## src/vmmio_pkg.sv

```systemverilog
// Shared types and constants of the virtio MMIO register block.
// Holds the register map, command and size codes, and controller/datapath links.
// No dependencies.
package vmmio_pkg;

    localparam int QUEUE_COUNT_DEF    = 8;
    localparam int QUEUE_SIZE_MAX_DEF = 16;
    localparam int CONFIG_BYTES_DEF   = 256;

    localparam logic [31:0] MAGIC_WORD    = 32'h7472_6976;
    localparam logic [31:0] VERSION_WORD  = 32'd2;
    localparam logic [11:0] CFG_BASE      = 12'h100;

    localparam logic [11:0] OFF_MAGIC     = 12'h000;
    localparam logic [11:0] OFF_VERSION   = 12'h004;
    localparam logic [11:0] OFF_DEV_ID    = 12'h008;
    localparam logic [11:0] OFF_VENDOR_ID = 12'h00c;
    localparam logic [11:0] OFF_DEV_FEAT  = 12'h010;
    localparam logic [11:0] OFF_FEAT_SEL  = 12'h014;
    localparam logic [11:0] OFF_QUEUE_SEL = 12'h030;
    localparam logic [11:0] OFF_QUEUE_MAX = 12'h034;
    localparam logic [11:0] OFF_QUEUE_NUM = 12'h038;
    localparam logic [11:0] OFF_QUEUE_RDY = 12'h044;
    localparam logic [11:0] OFF_NOTIFY    = 12'h050;
    localparam logic [11:0] OFF_INT_STAT  = 12'h060;
    localparam logic [11:0] OFF_INT_ACK   = 12'h064;
    localparam logic [11:0] OFF_STATUS    = 12'h070;
    localparam logic [11:0] OFF_DESC_LO   = 12'h080;
    localparam logic [11:0] OFF_DESC_HI   = 12'h084;
    localparam logic [11:0] OFF_AVAIL_LO  = 12'h090;
    localparam logic [11:0] OFF_AVAIL_HI  = 12'h094;
    localparam logic [11:0] OFF_USED_LO   = 12'h0a0;
    localparam logic [11:0] OFF_USED_HI   = 12'h0a4;

    localparam logic [1:0] CMD_READ      = 2'd0;
    localparam logic [1:0] CMD_WRITE     = 2'd1;
    localparam logic [1:0] CMD_USED_EVT  = 2'd2;
    localparam logic [1:0] CMD_CFG_EVT   = 2'd3;

    localparam logic [1:0] SZ_BYTE       = 2'd0;
    localparam logic [1:0] SZ_HALF       = 2'd1;
    localparam logic [1:0] SZ_WORD       = 2'd2;
    localparam logic [1:0] SZ_RSVD       = 2'd3;

    localparam logic [1:0] CREG_DEVICE_KIND  = 2'd0;
    localparam logic [1:0] CREG_VENDOR_CODE  = 2'd1;
    localparam logic [1:0] CREG_FEATURE_BITS = 2'd2;
    localparam logic [1:0] CREG_CONFIG_SIZE  = 2'd3;

    localparam logic [31:0] DEVICE_KIND_RST  = 32'd2;
    localparam logic [31:0] VENDOR_CODE_RST  = 32'h0000_ffff;
    localparam logic [31:0] FEATURE_BITS_RST = 32'd0;
    localparam logic [8:0]  CONFIG_SIZE_RST  = 9'd8;

    typedef struct packed {
        logic       accept;
        logic       exec;
        logic       mem_rd;
        logic       capture;
        logic       mem_wr;
        logic       load_out;
        logic [1:0] byte_idx;
    } dp_cmd_t;

    typedef struct packed {
        logic cfg_rd;
        logic cfg_wr;
        logic byte_last;
        logic out_busy;
    } dp_sts_t;

endpackage

```

## src/vmmio_ctrl.sv

```systemverilog
// Sequencer of the virtio MMIO register block: decode, config byte loop, result hand-off.
// Depends on vmmio_pkg for the command and status structs.
module vmmio_ctrl (
    input  logic              aclk,
    input  logic              aresetn,
    input  logic              s_valid,
    output logic              s_ready,
    input  vmmio_pkg::dp_sts_t sts,
    output vmmio_pkg::dp_cmd_t cmd
);

    typedef enum logic [2:0] {
        S_IDLE,
        S_DECODE,
        S_RD_ADDR,
        S_RD_DATA,
        S_WR,
        S_DONE
    } state_t;

    state_t     state_reg;
    logic       s_ready_reg;
    logic [1:0] byte_idx_reg;

    always_ff @(posedge aclk) begin
        if (!aresetn) begin
            state_reg    <= S_IDLE;
            s_ready_reg  <= 1'b1;
            byte_idx_reg <= 2'd0;
        end else begin
            case (state_reg)
                S_IDLE: begin
                    if (s_valid && s_ready_reg) begin
                        state_reg   <= S_DECODE;
                        s_ready_reg <= 1'b0;
                    end
                end
                S_DECODE: begin
                    byte_idx_reg <= 2'd0;
                    if (sts.cfg_rd) begin
                        state_reg <= S_RD_ADDR;
                    end else if (sts.cfg_wr) begin
                        state_reg <= S_WR;
                    end else begin
                        state_reg <= S_DONE;
                    end
                end
                S_RD_ADDR: begin
                    state_reg <= S_RD_DATA;
                end
                S_RD_DATA: begin
                    if (sts.byte_last) begin
                        state_reg <= S_DONE;
                    end else begin
                        byte_idx_reg <= byte_idx_reg + 2'd1;
                        state_reg    <= S_RD_ADDR;
                    end
                end
                S_WR: begin
                    if (sts.byte_last) begin
                        state_reg <= S_DONE;
                    end else begin
                        byte_idx_reg <= byte_idx_reg + 2'd1;
                    end
                end
                S_DONE: begin
                    if (!sts.out_busy) begin
                        state_reg   <= S_IDLE;
                        s_ready_reg <= 1'b1;
                    end
                end
                default: begin
                    state_reg   <= S_IDLE;
                    s_ready_reg <= 1'b1;
                end
            endcase
        end
    end

    always_comb begin
        cmd          = '0;
        cmd.byte_idx = byte_idx_reg;
        cmd.accept   = (state_reg == S_IDLE) && s_valid && s_ready_reg;
        cmd.exec     = (state_reg == S_DECODE) && !sts.cfg_rd && !sts.cfg_wr;
        cmd.mem_rd   = (state_reg == S_RD_ADDR);
        cmd.capture  = (state_reg == S_RD_DATA);
        cmd.mem_wr   = (state_reg == S_WR);
        cmd.load_out = (state_reg == S_DONE) && !sts.out_busy;
    end

    assign s_ready = s_ready_reg;

`ifndef SYNTHESIS
    a_accept_decodes: assert property (@(posedge aclk) disable iff (!aresetn)
        cmd.accept |=> state_reg == S_DECODE)
        else $error("accepted beat not decoded");
    a_load_reopens: assert property (@(posedge aclk) disable iff (!aresetn)
        cmd.load_out |=> s_ready)
        else $error("input not reopened after result load");
    a_wr_in_bounds: assert property (@(posedge aclk) disable iff (!aresetn)
        cmd.mem_wr |-> sts.cfg_wr)
        else $error("config write without in-bounds access");
`endif

endmodule

```

## config.mk

```make
export PLATFORM = sky130hd
export DESIGN_NAME = vmmio_ctrl
export DESIGN_NICKNAME = d
export VERILOG_FILES = /design/src/vmmio_pkg.sv /design/src/vmmio_ctrl.sv
export SDC_FILE = /design/constraint.sdc
export NUM_CORES = 1
export LEC_CHECK = 0
export BUFFER_PORTS_ARGS = -buffer_cell sky130_fd_sc_hd__clkbuf_2
export CAP_MARGIN = 20
export CORE_AREA = 4 4 41 43
export DETAILED_ROUTE_END_ITERATION = 10
export DIE_AREA = 0 0 45 47
export PLACE_DENSITY_LB_ADDON = 0.1
export SLEW_MARGIN = 20
export SYNTH_ARGS = -nofsm -noshare
export SYNTH_HDL_FRONTEND = slang
export SYNTH_SLANG_ARGS = --single-unit
```

## constraint.sdc

```tcl
create_clock -name aclk -period 3.5 [get_ports aclk]
set_input_delay 0.175 -clock aclk [delete_from_list [all_inputs] [get_ports aclk]]
set_output_delay 0.175 -clock aclk [all_outputs]
set_load 0.02 [all_outputs]
```

Word-level counts from Yosys, hierarchy flattened

Cells that the tools add are included.

Memory bits (writable): 0
Memory bits (read-only): 0
Input bits: 7
Memories: 0
Register bits: 6
Output and inout bits: 9
Logic and storage cells: 42
Latch bits: 0

Div/mod/pow operators: 0
Add/sub/neg operators: 1
Bitwise gates (word level): 1
Multiplexer cells: 12
Eq/ne operators: 9
$mul: 0
Shift operators: 0
Order comparisons: 0
Reduce and logical (&&, ||, !) cells: 16

Operators by type and width:

| cell                                                                   | count |
|---|---|
| 3-bit case mux with 6 select lines                                     | 1 |
| 3-bit two-way mux                                                      | 5 |
| 2-bit != test (second input constant)                                  | 4 |
| 3-bit by 2-bit equality test with 1-bit output (second input constant) | 2 |
| 3-bit equality test (second input constant)                            | 2 |
| 1-bit logical AND                                                      | 6 |
| 3-bit AND reduction                                                    | 2 |
| 2-bit case mux with 2 select lines                                     | 1 |
| 4-bit OR reduction                                                     | 1 |
| 3-bit by 1-bit equality test with 1-bit output (second input constant) | 1 |
| 1-bit logical NOT                                                      | 3 |
| 3-bit logical NOT                                                      | 1 |
| 1-bit two-way mux                                                      | 3 |
| 1-bit case mux with 3 select lines                                     | 1 |
| 2-bit by 1-bit adder with 2-bit output (second input constant)         | 1 |
| 2-bit two-way mux                                                      | 1 |
| 2-bit AND reduction                                                    | 1 |
| 2-bit nonzero test                                                     | 1 |
| 2-bit OR reduction                                                     | 1 |
| 1-bit inverter                                                         | 1 |

Longest topological paths before layout

Word-level depth: 4
Gate-level depth with buffers: 5
Gate-level depth less buffers: 4

Worst setup path before layout

No wires, ideal clock.

Kind: flip-flop to output port
Start: register state_reg[0]
End: output port cmd[6] (netlist bit)
Stages on the path, launching flop included: 4
Data arrival time: 1.240 ns
Path buffers: 1
Setup slack: 2.085 ns
Data required time: 3.325 ns
Path through: dfxtp_1 buf_2 nand2b_1 nor4_1

RTL lines:

| item                   | RTL line         | source |
|---|---|---|
| start, declared        | vmmio_ctrl.sv:21 | `state_t state_reg;` |
| start signal, assigned | vmmio_ctrl.sv:27 | `state_reg <= S_IDLE;` |
| start signal, assigned | vmmio_ctrl.sv:34 | `state_reg <= S_DECODE;` |
| start signal, assigned | vmmio_ctrl.sv:41 | `state_reg <= S_RD_ADDR;` |
| end, declared          | vmmio_ctrl.sv:9  | `output vmmio_pkg::dp_cmd_t cmd` |

==> flow_summary.json <==
{
  "synth.top_cells.by_area": "sky130_fd_sc_hd__dfxtp_1 (29%), sky130_fd_sc_hd__a2111oi_2 (11%), sky130_fd_sc_hd__nand2_1 (6.3%)",
  "ant_nets": 0,
  "dieHeight_um": 47,
  "synth_top_cell_area_share": 0.289,
  "cp_max_fo": 11,
  "worst_setup_path_end_kind": "output pin",
  "synth_sequential_area_ratio": 0.289,
  "cts_made_buffers": 3,
  "critical_path_start_type": "register",
  "antennaDiodeCount": 0,
  "antenna_violations_before_repair": 0,
  "die-width_um": 45,
  "drt_pre_antenna_iters": 2,
  "nNetsFinal": 78,
  "port-buffer-count": 15,
  "synth.distinct_cells": 23,
  "rsz0062_at_grt": "no",
  "timing_max_transition_violations_final": 0,
  "grt_pass1_vias": 383,
  "path_buf_inv": 1,
  "ys.warnings.count": 0,
  "vias_per_cell": 5.12,
  "numClockSinks": 6,
  "drt_drc_violations_left": 0,
  "cts-root-to-sink-buffers": 2,
  "summed_negative_setup_slack_over_all_endpoints_ns": 0,
  "fmaxAchievable_mhz": 624,
  "period_needed_ns": 1.60,
  "vdd_ir_drop_max_v": 0.000234,
  "largest_net_degree_at_the_start_of_global_routing": 17,
  "min_delay_worst_type": "in2reg",
  "finalPower_uw": 296,
  "finalCritPeriodShare": 0.458,
  "vias": 430,
  "final-setup-viol-count": 0,
  "crit_path_top_delay_cell": "sky130_fd_sc_hd__dfxtp_1",
  "fillers": 152,
  "run_status": "complete, no violations",
  "syn-mean-instance-area_sq_um": 7.69,
  "cts_resized": 0,
  "wire_length_reported_by_the_detailed_router_um": 979,
  "detailedRoute.firstIterationViolations": 6,
  "wire_length_per_cell_after_detailed_routing_um": 11.7,
  "htreeDepth": 1,
  "grt.total_usage": 0.107,
  "post_synth_instance_area_sq_um": 415,
  "design.die.area_sq_um": 2120,
  "slew_headroom": 0.668,
  "worstPathArrival_ns": 1.43,
  "dp.final_hpwl_um": 772,
  "grt_pass1_wl_um": 1630,
  "power-per-cell-area_nw_per_um2": 579,
  "layout_commonest_cell": "sky130_fd_sc_hd__clkbuf_2",
  "yosysTopAreaCell": "sky130_fd_sc_hd__dfxtp_1",
  "clkTransAtPathRegs_ns": 0.05,
  "leakagePower_uw": 0.000224,
  "worst-slew-pin-transition_ns": 0.498,
  "top_family_by_delay_on_critical_path": "flip-flops",
  "worst-setup-path-type": "reg2out",
  "drive_gt1_frac": 0.304,
  "mostFrequentLayoutCells": "sky130_fd_sc_hd__clkbuf_2 (15), sky130_fd_sc_hd__nand2_1 (7), sky130_fd_sc_hd__nor2_1 (6), sky130_fd_sc_hd__dfxtp_1 (6)",
  "post_cts_hold_buffer_count": 0,
  "final_util": 0.392,
  "tritoncts_clock_tree": "built",
  "overflow": 0,
  "gp_congestion": 0.730,
  "core_area_sq_um": 1300,
  "area_growth_pct": 22.9,
  "post_synth_inst_count": 54,
  "timing.critical_path.cells": "nor2b_1 > nand2_1 > nor2_1 > clkbuf_2",
  "clock_latency_ns": 0.24,
  "count_of_final_hold_check_violations": 0,
  "skew_ns": 0.00389,
  "syn_nets": 61,
  "ys_seq_elements": 6,
  "placement_rows": 13,
  "pin_count": 16,
  "max_cap_viol_count": 0,
  "postCtsSetupBuffers": 0,
  "crit_path_max_incr_delay_ns": 0.53,
  "timing.critical_path.required_ns": 3.32,
  "floorplan.initialDensity": 0.319,
  "largest_reg_flops": 3,
  "root_buffer": "sky130_fd_sc_hd__clkbuf_4"
}
-- metal layers --
layer	part of all wire	up-vias	global-route usage
met5	0	-	0
met4	0.0082	0	0.0702
met3	0.059	2	0.0345
met2	0.45	8	0.150
met1	0.48	189	0.141
li1	-	231	-
-- report_power, final --
group	leakage, uW	internal [uW]	switching, uW
clock	0.0000138	38.8	25.2
combinational	0.000161	54.0	67.8
sequential	0.0000493	81.2	28.8
-- kinds of logic after synthesis --
kind of cell | Yosys count | share of synthesized area
AO/OA/AOI/OAI | 17 | 0.334
buffers and inverters | 7 | 0.0873
flip-flops | 6 | 0.289
AND/OR/NAND/NOR | 24 | 0.289
-- final cells by class --
type,instances,area (sq um),share of cell area
multi-input combinational,41,259,0.507
sequential,6,120,0.235
tap,15,18.8,0.0368
clock buffer,3,22.5,0.0441
timing repair buffer,15,75.1,0.147
inverter,4,15.0,0.0294
-- cells in the mapped netlist (all sizes together) --
| cell | number |
|---|---|
| a41o | 1 |
| and2 | 1 |
| nor2b | 2 |
| nor2 | 6 |
| and4b | 1 |
| buf | 3 |
| a21oi | 4 |
| o22ai | 1 |
| a2bb2oi | 2 |
| nand2 | 7 |
| nor3 | 2 |
| a211oi | 1 |
| o311a | 1 |
| a2111oi | 3 |
| nor3b | 1 |
| nor4 | 1 |
| o21ai | 3 |
| dfxtp | 6 |
| nand2b | 3 |
| a22oi | 1 |
| inv | 4 |
-- worst paths after layout --
kind	endpoint	slack (ns)	cells past startpoint	startpoint
hold reg to reg	byte_idx_reg[0]	0.53	2	byte_idx_reg[0]
setup reg to reg	state_reg[2]	2.08	4	state_reg[2]
hold / removal	s_ready	0.15	2	aresetn
setup / recovery	cmd[2]	1.90	4	state_reg[0]
-- through the flow --
| stage | instance area, sq um | hold WS [ns] | setup slack (ns) | std cells |
|---|---|---|---|---|
| after floorplan | 415 | 0.251 | 2.09 | 54 |
| after global placement | 488 | 0.403 | 2.11 | 81 |
| after detailed placement | 488 | 0.398 | 2.09 | 81 |
| after CTS | 510 | 0.138 | 1.87 | 84 |
| after global routing | 510 | 0.164 | 1.74 | 84 |
| final | 510 | 0.151 | 1.90 | 84 |
No activity file was read; power rests on OpenSTA's default activity.
